## src/rtl/fifo_price_level_matcher_defines.svh

```systemverilog
// ----------------------------------------------------------------------------
// fifo_price_level_matcher_defines
// assertion macros used by the fifo_price_level_matcher top module
// ----------------------------------------------------------------------------
`ifndef FIFO_PRICE_LEVEL_MATCHER_DEFINES_SVH
`define FIFO_PRICE_LEVEL_MATCHER_DEFINES_SVH

`ifndef SYNTH

// expression holds at every clock edge out of reset
`define FPLM_ASSERT_ALWAYS(label, expr, msg) \
    label: assert property (@(posedge clk) disable iff (!rst_n) (expr)) else $error(msg);

// consequent holds in the cycle after the antecedent
`define FPLM_ASSERT_NEXT(label, ante, cons, msg) \
    label: assert property (@(posedge clk) disable iff (!rst_n) (ante) |=> (cons)) \
        else $error(msg);

`else

`define FPLM_ASSERT_ALWAYS(label, expr, msg)
`define FPLM_ASSERT_NEXT(label, ante, cons, msg)

`endif

`endif

```

## src/rtl/fplm_pkg.sv

```systemverilog
// ----------------------------------------------------------------------------
// fplm_pkg
// types and constants of the price level matcher
// ----------------------------------------------------------------------------
package fplm_pkg;

    localparam int LEVEL_DEPTH_DEFAULT = 16;

    localparam logic OP_ADD   = 1'b0;
    localparam logic OP_MATCH = 1'b1;

    localparam logic KIND_FILL    = 1'b0;
    localparam logic KIND_SUMMARY = 1'b1;

    typedef struct packed {
        logic [31:0]        id;
        logic [31:0]        qty;
        logic signed [31:0] price;
    } entry_t;

    typedef struct packed {
        logic load;
        logic shift;
        logic update;
    } cell_cmd_t;

    typedef struct packed {
        logic        push;
        logic        pop;
        logic        update;
        logic [31:0] upd_qty;
    } queue_ctl_t;

    typedef struct packed {
        logic               result_kind;
        logic [31:0]        aggressor_id;
        logic [31:0]        passive_id;
        logic               fill_side;
        logic signed [31:0] trade_price;
        logic [31:0]        fill_quantity;
        logic [47:0]        fill_time;
        logic [31:0]        total_filled;
        logic               level_empty;
        logic               rejected;
        logic               last;
    } result_t;

endpackage

```

## src/rtl/fplm_ifs.sv

```systemverilog
// ----------------------------------------------------------------------------
// fplm_ifs
// valid/ready channels for order items and result items
// ----------------------------------------------------------------------------
interface fplm_order_if;
    logic               valid;
    logic               ready;
    logic               operation;
    logic [31:0]        order_id;
    logic               order_side;
    logic [31:0]        quantity;
    logic signed [31:0] limit_price;
    logic [47:0]        time_stamp;

    modport source (
        output valid, operation, order_id, order_side, quantity, limit_price, time_stamp,
        input  ready
    );
    modport sink (
        input  valid, operation, order_id, order_side, quantity, limit_price, time_stamp,
        output ready
    );
endinterface

interface fplm_result_if;
    logic               valid;
    logic               ready;
    logic               result_kind;
    logic [31:0]        aggressor_id;
    logic [31:0]        passive_id;
    logic               fill_side;
    logic signed [31:0] trade_price;
    logic [31:0]        fill_quantity;
    logic [47:0]        fill_time;
    logic [31:0]        total_filled;
    logic               level_empty;
    logic               rejected;
    logic               last;

    modport source (
        output valid, result_kind, aggressor_id, passive_id, fill_side, trade_price,
               fill_quantity, fill_time, total_filled, level_empty, rejected, last,
        input  ready
    );
    modport sink (
        input  valid, result_kind, aggressor_id, passive_id, fill_side, trade_price,
               fill_quantity, fill_time, total_filled, level_empty, rejected, last,
        output ready
    );
endinterface

```

## src/rtl/fplm_cell.sv

```systemverilog
// ----------------------------------------------------------------------------
// fplm_cell
// one resting order slot; loads a new order, takes its neighbor on a pop,
// or rewrites its quantity after a partial fill
// ----------------------------------------------------------------------------
module fplm_cell
    import fplm_pkg::*;
(
    input  logic        clk,
    input  cell_cmd_t   cmd,
    input  entry_t      in_entry,
    input  entry_t      nbr,
    input  logic [31:0] upd_qty,
    output entry_t      entry
);

    entry_t entry_reg;

    always_ff @(posedge clk)
    begin
        if (cmd.load)
        begin
            entry_reg <= in_entry;
        end
        else if (cmd.shift)
        begin
            entry_reg <= nbr;
        end
        else if (cmd.update)
        begin
            entry_reg.qty <= upd_qty;
        end
    end

    assign entry = entry_reg;

endmodule

```

## src/rtl/fplm_queue.sv

```systemverilog
// ----------------------------------------------------------------------------
// fplm_queue
// row of order cells, head at cell zero, tail written at the fill count
// ----------------------------------------------------------------------------
module fplm_queue
    import fplm_pkg::*;
#(
    parameter int LEVEL_DEPTH = LEVEL_DEPTH_DEFAULT,
    parameter int CW          = $clog2(LEVEL_DEPTH + 1)
)
(
    input  logic          clk,
    input  queue_ctl_t    ctl,
    input  logic [CW-1:0] count,
    input  entry_t        in_entry,
    output entry_t        head
);

    entry_t cell_q [LEVEL_DEPTH];

    for (genvar i = 0; i < LEVEL_DEPTH; i++)
    begin : g_cell
        cell_cmd_t cmd;
        entry_t    nbr;

        assign cmd.load   = ctl.push && (count == CW'(i));
        assign cmd.shift  = ctl.pop;
        assign cmd.update = ctl.update && (i == 0);

        if (i == LEVEL_DEPTH - 1)
        begin : g_end
            assign nbr = '0;
        end
        else
        begin : g_mid
            assign nbr = cell_q[i + 1];
        end

        fplm_cell u_cell (
            .clk      (clk),
            .cmd      (cmd),
            .in_entry (in_entry),
            .nbr      (nbr),
            .upd_qty  (ctl.upd_qty),
            .entry    (cell_q[i])
        );
    end

    assign head = cell_q[0];

endmodule

```

## src/rtl/fifo_price_level_matcher.sv

```systemverilog
// ----------------------------------------------------------------------------
// fifo_price_level_matcher
// one price level: add appends a resting order, match consumes from the head
// ----------------------------------------------------------------------------
// add: summary registered in the cycle after the transfer; next item then taken
// match: head steps in turn (fill, partial fill or zero-quantity drop), each
//   held while the output is not free, then a summary; no new order is taken
//   until then, and each step works on the single head cell that the chain shifts into
// reset: control, fill count and output valid cleared, level empty; cell
//   contents are not cleared
// ----------------------------------------------------------------------------
`include "fifo_price_level_matcher_defines.svh"

module fifo_price_level_matcher
    import fplm_pkg::*;
#(
    parameter int LEVEL_DEPTH = LEVEL_DEPTH_DEFAULT
)
(
    input  logic         clk,
    input  logic         rst_n,
    fplm_order_if.sink   orders,
    fplm_result_if.source results
);

    localparam int CW = $clog2(LEVEL_DEPTH + 1);

    typedef enum logic [1:0] {
        ST_IDLE  = 2'b01,
        ST_MATCH = 2'b10
    } state_t;

    state_t        state_reg, state_next;
    logic [CW-1:0] count_reg, count_next;
    logic [31:0]   agg_id_reg, agg_id_next;
    logic          side_reg, side_next;
    logic [31:0]   left_reg, left_next;
    logic [31:0]   total_reg, total_next;
    logic [47:0]   time_reg, time_next;
    logic          out_valid_reg, out_valid_next;
    result_t       out_reg, out_next;

    queue_ctl_t    qctl;
    entry_t        in_entry;
    entry_t        head;
    logic          out_free;
    logic          accept;
    logic          full;

    assign out_free     = !out_valid_reg || results.ready;
    assign orders.ready = (state_reg == ST_IDLE) && out_free;
    assign accept       = orders.valid && orders.ready;
    assign full         = (count_reg == CW'(LEVEL_DEPTH));

    assign in_entry.id    = orders.order_id;
    assign in_entry.qty   = orders.quantity;
    assign in_entry.price = orders.limit_price;

    fplm_queue #(
        .LEVEL_DEPTH (LEVEL_DEPTH),
        .CW          (CW)
    ) u_queue (
        .clk      (clk),
        .ctl      (qctl),
        .count    (count_reg),
        .in_entry (in_entry),
        .head     (head)
    );

    always_comb
    begin
        state_next  = state_reg;
        count_next  = count_reg;
        agg_id_next = agg_id_reg;
        side_next   = side_reg;
        left_next   = left_reg;
        total_next  = total_reg;
        time_next   = time_reg;
        out_next    = out_reg;
        qctl        = '0;
        out_valid_next = results.ready ? 1'b0 : out_valid_reg;

        unique case (state_reg)
            ST_IDLE:
            begin
                if (accept)
                begin
                    if (orders.operation == OP_ADD)
                    begin
                        if (!full)
                        begin
                            qctl.push  = 1'b1;
                            count_next = count_reg + 1'b1;
                        end
                        out_next             = '0;
                        out_next.result_kind = KIND_SUMMARY;
                        out_next.level_empty = (count_next == '0);
                        out_next.rejected    = full;
                        out_next.last        = 1'b1;
                        out_valid_next       = 1'b1;
                    end
                    else
                    begin
                        agg_id_next = orders.order_id;
                        side_next   = orders.order_side;
                        left_next   = orders.quantity;
                        time_next   = orders.time_stamp;
                        total_next  = '0;
                        state_next  = ST_MATCH;
                    end
                end
            end
            ST_MATCH:
            begin
                if (out_free)
                begin
                    if ((left_reg == '0) || (count_reg == '0))
                    begin
                        out_next              = '0;
                        out_next.result_kind  = KIND_SUMMARY;
                        out_next.total_filled = total_reg;
                        out_next.level_empty  = (count_reg == '0);
                        out_next.last         = 1'b1;
                        out_valid_next        = 1'b1;
                        state_next            = ST_IDLE;
                    end
                    else if (head.qty == '0)
                    begin
                        qctl.pop   = 1'b1;
                        count_next = count_reg - 1'b1;
                    end
                    else if (left_reg >= head.qty)
                    begin
                        qctl.pop               = 1'b1;
                        count_next             = count_reg - 1'b1;
                        total_next             = total_reg + head.qty;
                        left_next              = left_reg - head.qty;
                        out_next               = '0;
                        out_next.result_kind   = KIND_FILL;
                        out_next.aggressor_id  = agg_id_reg;
                        out_next.passive_id    = head.id;
                        out_next.fill_side     = side_reg;
                        out_next.trade_price   = head.price;
                        out_next.fill_quantity = head.qty;
                        out_next.fill_time     = time_reg;
                        out_valid_next         = 1'b1;
                    end
                    else
                    begin
                        qctl.update  = 1'b1;
                        qctl.upd_qty = head.qty - left_reg;
                        total_next   = total_reg + left_reg;
                        left_next    = '0;
                    end
                end
            end
            default:
            begin
                state_next = ST_IDLE;
            end
        endcase
    end

    always_ff @(posedge clk or negedge rst_n)
    begin
        if (!rst_n)
        begin
            state_reg     <= ST_IDLE;
            count_reg     <= '0;
            out_valid_reg <= 1'b0;
        end
        else
        begin
            state_reg     <= state_next;
            count_reg     <= count_next;
            out_valid_reg <= out_valid_next;
        end
    end

    always_ff @(posedge clk)
    begin
        agg_id_reg <= agg_id_next;
        side_reg   <= side_next;
        left_reg   <= left_next;
        total_reg  <= total_next;
        time_reg   <= time_next;
        out_reg    <= out_next;
    end

    assign results.valid         = out_valid_reg;
    assign results.result_kind   = out_reg.result_kind;
    assign results.aggressor_id  = out_reg.aggressor_id;
    assign results.passive_id    = out_reg.passive_id;
    assign results.fill_side     = out_reg.fill_side;
    assign results.trade_price   = out_reg.trade_price;
    assign results.fill_quantity = out_reg.fill_quantity;
    assign results.fill_time     = out_reg.fill_time;
    assign results.total_filled  = out_reg.total_filled;
    assign results.level_empty   = out_reg.level_empty;
    assign results.rejected      = out_reg.rejected;
    assign results.last          = out_reg.last;

    `FPLM_ASSERT_ALWAYS(a_count_bound, count_reg <= CW'(LEVEL_DEPTH), "fill count over depth")
    `FPLM_ASSERT_ALWAYS(a_push_pop_excl, !(qctl.push && qctl.pop), "push and pop together")
    `FPLM_ASSERT_NEXT(a_pop_count, qctl.pop, count_reg == $past(count_reg) - 1'b1, "pop count")
    `FPLM_ASSERT_NEXT(a_match_enter, accept && (orders.operation == OP_MATCH), state_reg == ST_MATCH, "match not started")

endmodule
```

## src/flat_wrapper.sv

```systemverilog
// flat-port wrapper written by rule: the top's interface ports become plain ports
module fifo_price_level_matcher_flat import fplm_pkg::*;
#(
    parameter int LEVEL_DEPTH = LEVEL_DEPTH_DEFAULT
)
  (clk, rst_n, orders_valid, orders_operation, orders_order_id, orders_order_side, orders_quantity, orders_limit_price, orders_time_stamp, orders_ready, results_valid, results_result_kind, results_aggressor_id, results_passive_id, results_fill_side, results_trade_price, results_fill_quantity, results_fill_time, results_total_filled, results_level_empty, results_rejected, results_last, results_ready);
  fplm_order_if orders_i ();
  fplm_result_if results_i ();
  input  logic clk;
  input  logic rst_n;
  input wire logic [$bits(orders_i.valid)-1:0] orders_valid;
  input wire logic [$bits(orders_i.operation)-1:0] orders_operation;
  input wire logic [$bits(orders_i.order_id)-1:0] orders_order_id;
  input wire logic [$bits(orders_i.order_side)-1:0] orders_order_side;
  input wire logic [$bits(orders_i.quantity)-1:0] orders_quantity;
  input wire logic [$bits(orders_i.limit_price)-1:0] orders_limit_price;
  input wire logic [$bits(orders_i.time_stamp)-1:0] orders_time_stamp;
  output wire logic [$bits(orders_i.ready)-1:0] orders_ready;
  output wire logic [$bits(results_i.valid)-1:0] results_valid;
  output wire logic [$bits(results_i.result_kind)-1:0] results_result_kind;
  output wire logic [$bits(results_i.aggressor_id)-1:0] results_aggressor_id;
  output wire logic [$bits(results_i.passive_id)-1:0] results_passive_id;
  output wire logic [$bits(results_i.fill_side)-1:0] results_fill_side;
  output wire logic [$bits(results_i.trade_price)-1:0] results_trade_price;
  output wire logic [$bits(results_i.fill_quantity)-1:0] results_fill_quantity;
  output wire logic [$bits(results_i.fill_time)-1:0] results_fill_time;
  output wire logic [$bits(results_i.total_filled)-1:0] results_total_filled;
  output wire logic [$bits(results_i.level_empty)-1:0] results_level_empty;
  output wire logic [$bits(results_i.rejected)-1:0] results_rejected;
  output wire logic [$bits(results_i.last)-1:0] results_last;
  input wire logic [$bits(results_i.ready)-1:0] results_ready;
  assign orders_i.valid = orders_valid;
  assign orders_i.operation = orders_operation;
  assign orders_i.order_id = orders_order_id;
  assign orders_i.order_side = orders_order_side;
  assign orders_i.quantity = orders_quantity;
  assign orders_i.limit_price = orders_limit_price;
  assign orders_i.time_stamp = orders_time_stamp;
  assign orders_ready = orders_i.ready;
  assign results_valid = results_i.valid;
  assign results_result_kind = results_i.result_kind;
  assign results_aggressor_id = results_i.aggressor_id;
  assign results_passive_id = results_i.passive_id;
  assign results_fill_side = results_i.fill_side;
  assign results_trade_price = results_i.trade_price;
  assign results_fill_quantity = results_i.fill_quantity;
  assign results_fill_time = results_i.fill_time;
  assign results_total_filled = results_i.total_filled;
  assign results_level_empty = results_i.level_empty;
  assign results_rejected = results_i.rejected;
  assign results_last = results_i.last;
  assign results_i.ready = results_ready;
  fifo_price_level_matcher #(.LEVEL_DEPTH(LEVEL_DEPTH)) u_core (.clk(clk), .rst_n(rst_n), .orders(orders_i), .results(results_i));
endmodule
```

## config.mk

```make
export PLATFORM = sky130hd
export DESIGN_NAME = fifo_price_level_matcher_flat
export DESIGN_NICKNAME = d
export VERILOG_FILES = /design/src/rtl/fplm_pkg.sv /design/src/rtl/fplm_ifs.sv /design/src/rtl/fplm_cell.sv /design/src/rtl/fplm_queue.sv /design/src/rtl/fifo_price_level_matcher.sv /design/src/flat_wrapper.sv
export VERILOG_INCLUDE_DIRS = /design/src /design/src/rtl
export SDC_FILE = /design/constraint.sdc
export NUM_CORES = 2
export LEC_CHECK = 0
export BUFFER_PORTS_ARGS = -buffer_cell sky130_fd_sc_hd__buf_2
export CORE_ASPECT_RATIO = 0.7
export CORE_MARGIN = 3
export CORE_UTILIZATION = 40
export CTS_CLUSTER_SIZE = 25
export DETAILED_ROUTE_END_ITERATION = 16
export PLACE_DENSITY = 0.65
export SLEW_MARGIN = 40
export SYNTH_ARGS = -nofsm -noshare
export SYNTH_HDL_FRONTEND = slang
export SYNTH_HIERARCHICAL = 1
export SYNTH_SLANG_ARGS = --single-unit
```

## constraint.sdc

```tcl
create_clock -name clk -period 16.5 [get_ports clk]
set_input_delay 2.475 -clock clk [delete_from_list [all_inputs] [get_ports clk]]
set_output_delay 2.475 -clock clk [all_outputs]
set_load 0.005 [all_outputs]
```

Yosys cells after proc, flatten, opt, wreduce, memory -nomap -nowiden
Index checks and enable logic that the tools add are counted.
W data, S select, Z words.
{"block": "totals", "reg_bits": 1902, "latchBits": 0, "ramBits": 0, "mem_bits_ro": 0, "in_bits": 150, "wordCells": 269, "memories": 0}
{"block": "classes", "n_addsub": 6, "n_mul": 0, "div_mod_pow": 0, "order_cmp": 1, "n_eq_ne": 28, "shift": 0, "mux": 119, "bitwise_logic": 0, "n_reduce_logical": 48}
{"cell": "$mux W32", "n": 59}
{"cell": "$mux W96", "n": 16}
{"cell": "$mux W213", "n": 6}
{"cell": "$pmux W213 S2", "n": 1}
{"cell": "$pmux W32 S2", "n": 2}
{"cell": "$mux W34", "n": 3}
{"cell": "$mux W33", "n": 2}
{"cell": "$add A32 B32 Y32", "n": 2}
{"cell": "$logic_not A32 Y1", "n": 2}
{"cell": "$sub A32 B32 Y32", "n": 2}
{"cell": "$mux W5", "n": 10}
{"cell": "$eq A5 B4 Y1 const B", "n": 8}
{"cell": "$reduce_bool A2 Y1", "n": 17}
{"cell": "$ge A32 B32 Y1", "n": 1}
{"cell": "$eq A5 B3 Y1 const B", "n": 4}
{"cell": "$logic_and A1 B1 Y1", "n": 18}
{"cell": "$reduce_and A6 Y1", "n": 3}
{"cell": "$mux W1", "n": 13}
{"cell": "$eq A5 B2 Y1 const B", "n": 2}
{"cell": "$logic_not A5 Y1", "n": 2}
{"cell": "$pmux W5 S2", "n": 1}
{"cell": "$mux W2", "n": 4}
{"cell": "$ne A2 B2 Y1 const B", "n": 4}
{"cell": "$ne A2 B1 Y1 const B", "n": 3}
{"cell": "15 further kinds", "n": 17}

Logic depth before layout (Yosys ltp)
{"block": "depth", "word_depth": 10, "ltp_mapped": 26}

Modules after synthesis
Netlist, hierarchy kept.
{"mod": "fplm_cell", "instances": 16, "cells_each": 276, "area_each_um2": 4511.8}
{"mod": "fifo_price_level_matcher", "instances": 1, "cells_each": 1669, "area_each_um2": 19002.0}
{"mod": "fplm_queue", "instances": 1, "cells_each": 24, "area_each_um2": 135.1}

Least setup slack after synthesis
No wires, ideal clock.
{"block": "synth_timing", "path_kind": "in2reg", "startpoint": "input port orders_operation", "endpoint": "register u_core.out_reg (netlist bit u_core/results.aggressor_id[0]) (enable)", "setup_time_ps": 787, "arrival_ps": 11722, "required_ps": 15713, "setup_slack_ps": 3990, "stages": 4, "n_path_buf": 0, "cell_sequence": "nand3b_1 o21ai_0 nand2_1 nor2_1"}
{"block": "synth_between", "elab_chain_cells": 2}
{"item": "from (decl)", "line": "flat_wrapper.sv:12", "rtl": "input wire logic [$bits(orders_i.operation)-1:0] orders_operation;"}
{"item": "$ne A2 B2 Y1 (no line)"}
{"item": "$reduce_and A6 Y1 (no line)"}
{"item": "to (signal assigned)", "line": "fifo_price_level_matcher.sv:187", "rtl": "out_reg <= out_next;"}
{"item": "to (decl)", "line": "fifo_price_level_matcher.sv:41", "rtl": "result_t out_reg, out_next;"}
Every way passes these cells.
A chain may end at the register's enable or synchronous reset.

==> flow_summary.ini <==
[timing]
finalHoldViolations = 0
tightestPinTransition_ns = 1.00
final-max-slew-violation-count = 0
finalCritPeriodShare = 0.428
slew_headroom = 0.326
post-route-min-period_ns = 7.06
rsz0062_at_grt = no
fmax_mhz = 142
setup_viol = 0
tns_ns = 0
skew_ns = 0.0622

[power_and_ir_drop]
p_leak_uw = 0.0348
vdd_drop_max_uv = 124
cellPowerDensity_mw_per_mm2 = 167
finalPower_uw = 17100

[grt]
use_met1 = 0.297
globalRouteMet2Util = 0.253
antenna_found_initial = 26
grt_max_degree = 141
grt.total_usage = 0.183
grt_pass1_vias = 49700
grt_pass1_wl_um = 328000
grt-ovfl-total = 0
met3_usage = 0.0308
top_usage_layer = met1

[clock_network]
cts_resized = 0
postCtsSetupBuffers = 0
clk_pin_slew_ns = 0.06
htree_levels = 4
cts_hold_buf = 0
cts_sinks = 1901
cts_inserted_buffers = 195
root_buffer = clkbuf_16
cts_tree = yes
clk_latency_ns = 0.85
clk_path_buf_depth = 4

[drt]
wl_um = 220000
num_vias = 51500
first_pass_iters = 6
vias_per_cell = 5.31
drtAntennaViolNets = 0
drtIter0Drc = 5886
drc = 0
routedWlPerCell_um = 22.7

[place]
place.gp.congestion = 0.880
port_buffers = 364
hpwl_um = 149000

[logic_synthesis]
netlist_area_mm2 = 0.0913
synth_async_sr_flop_share = 0.00421
synth_area_leaders = edfxtp_1, mux2_4, mux2i_1
synth_seq_area_share = 0.625
synth_edf_count = 1893
synthCells = 6109
yosysMostFrequentCell = edfxtp_1
yosysWarnings = 6
syn_avg_cell_area_um2 = 14.9
synth_cell_types = 85
synth_flop_cell = edfxtp_1
synth.largest_area_cell = edfxtp_1
yosys.area.top_type_share = 0.622
netlist_top_cells_count = edfxtp_1, mux2_4, nand2_1
ys_seq_elements = 1901

[critical_path]
required_ns = 17.01
worst_path_max_delay_cell = nor3_1
reg2regPathDepth = 15
crit_path_max_incr_delay_ns = 0.68
startpoint_type = flop
crit_chain = inv_1 -> ha_1 -> nand4_1 -> nor3_1 -> o2111ai_1 -> and3b_1 -> nor3_2 -> buf_4 -> buf_6 -> buf_12 -> buf_16 -> buf_12 -> buf_16 -> mux2i_1 -> o21ai_0
end_kind = flop
critPathTopFamily = buffers and inverters
rrSetupSlack_ns = 9.44
reg2reg_from = u_core/left_reg[22]
crit_buf_inv = 7
r2r-end = u_core/u_queue/g_cell[13].u_cell/entry[48]
worstSetupPathType = flop to flop
arrival_ns = 7.57
crit_path_max_fanout = 85

[worst_hold_path]
hold_end = u_core/results.trade_price[5]
hold_start = u_core/u_queue/g_cell[0].u_cell/entry[5]
hold_depth = 1
hp-class = flop to flop

[run_status]
outcome = finished, final reports clean

[floorplanning]
num_rows = 146
die_y_um = 406
dieWidth_um = 577
die-area_mm2 = 0.234
ios = 365
core_area_mm2 = 0.227
start_util = 0.403

[final_layout]
drive_gt1_frac = 0.264
largest_register_ffs = 1536
syn2layout_area_growth_pct = 11.9
nets = 6755

[job]
cap_violations = 0
-- power breakdown --
| group | switching, uW | leakage, uW | internal (uW) |
|---|---|---|---|
| logic | 3460 | 0.0140 | 2030 |
| registers | 445 | 0.0180 | 6990 |
| clock network | 1820 | 0.00283 | 2330 |
| total | 5730 | 0.0348 | 11400 |
-- worst max-delay path by stage --
stage	start	slack, ns	cells past startpoint	end
floorplan	orders_operation	3.99	4	u_core/results.aggressor_id[0]
detailed placement	results_ready	9.43	10	u_core/u_queue/g_cell[9].u_cell/entry[50]
finish	u_core/left_reg[22]	9.44	15	u_core/u_queue/g_cell[13].u_cell/entry[48]
global route	u_core/left_reg[22]	9.16	21	u_core/total_reg[28]
CTS	u_core/left_reg[22]	9.53	15	u_core/u_queue/g_cell[13].u_cell/entry[48]
global placement	results_ready	7.59	9	u_core/u_queue/g_cell[5].u_cell/entry[15]
-- placed cells by master, fill, tap and decap left out, types with 42 or more instances in the layout --
cell,count
mux2_1,80
mux2_2,304
o21ai_0,598
clkinv_1,55
xnor2_1,45
a21oi_1,83
conb_1,111
clkbuf_1,47
a21o_1,42
edfxtp_1,1893
buf_2,364
mux2i_1,516
mux2_4,641
ha_1,97
and3_1,42
and2_1,149
clkbuf_16,198
nand2_1,600
inv_1,109
nor2_1,125
buf_4,46
-- layer usage --
metal | wire length (um) | up-vias
met5 | 60 | -
met4 | 3880 | 10
met3 | 16700 | 260
met2 | 88500 | 1897
met1 | 111000 | 25700
li1 | - | 23600
-- cell type report --
type	count	area (um^2)
Fill cell	19800	125000
Inverter	111	417
Clock inverter	99	691
Tap cell	3034	3800
Sequential cell	1901	57000
Multi-Input combinational cell	3837	32000
Antenna cell	12	30.0
Timing Repair Buffer	458	2970
Clock buffer	247	5160
-- through the flow --
| stage | cell area (um^2) | instances | setup WS, ns | utilization | hold slack (ns) |
|---|---|---|---|---|---|
| 5_1_grt | 102000 | 9688 | 9.16 | 0.451 | 0.521 |
| 4_1_cts | 102000 | 9683 | 9.53 | 0.450 | 0.494 |
| 3_5_place_dp | 96200 | 9337 | 9.43 | 0.424 | 0.503 |
| 6_report | 102000 | 9699 | 9.44 | 0.451 | 0.502 |
| 3_3_place_gp | 95600 | 9319 | 7.59 | 0.422 | 0.491 |
| 2_1_floorplan | 91700 | 6219 | 3.99 | - | 0.474 |
-- cell families after synthesis --
family	synth area share
AO/OA/AOI/OAI	0.0542
XOR/XNOR	0.00691
adder cells (fa/ha/maj)	0.0141
buffers and inverters	0.0340
flip-flops	0.625
multiplexers	0.209
other	0.0000411
AND/OR/NAND/NOR	0.0569
Note: power is estimated with default switching activity, not from simulation.
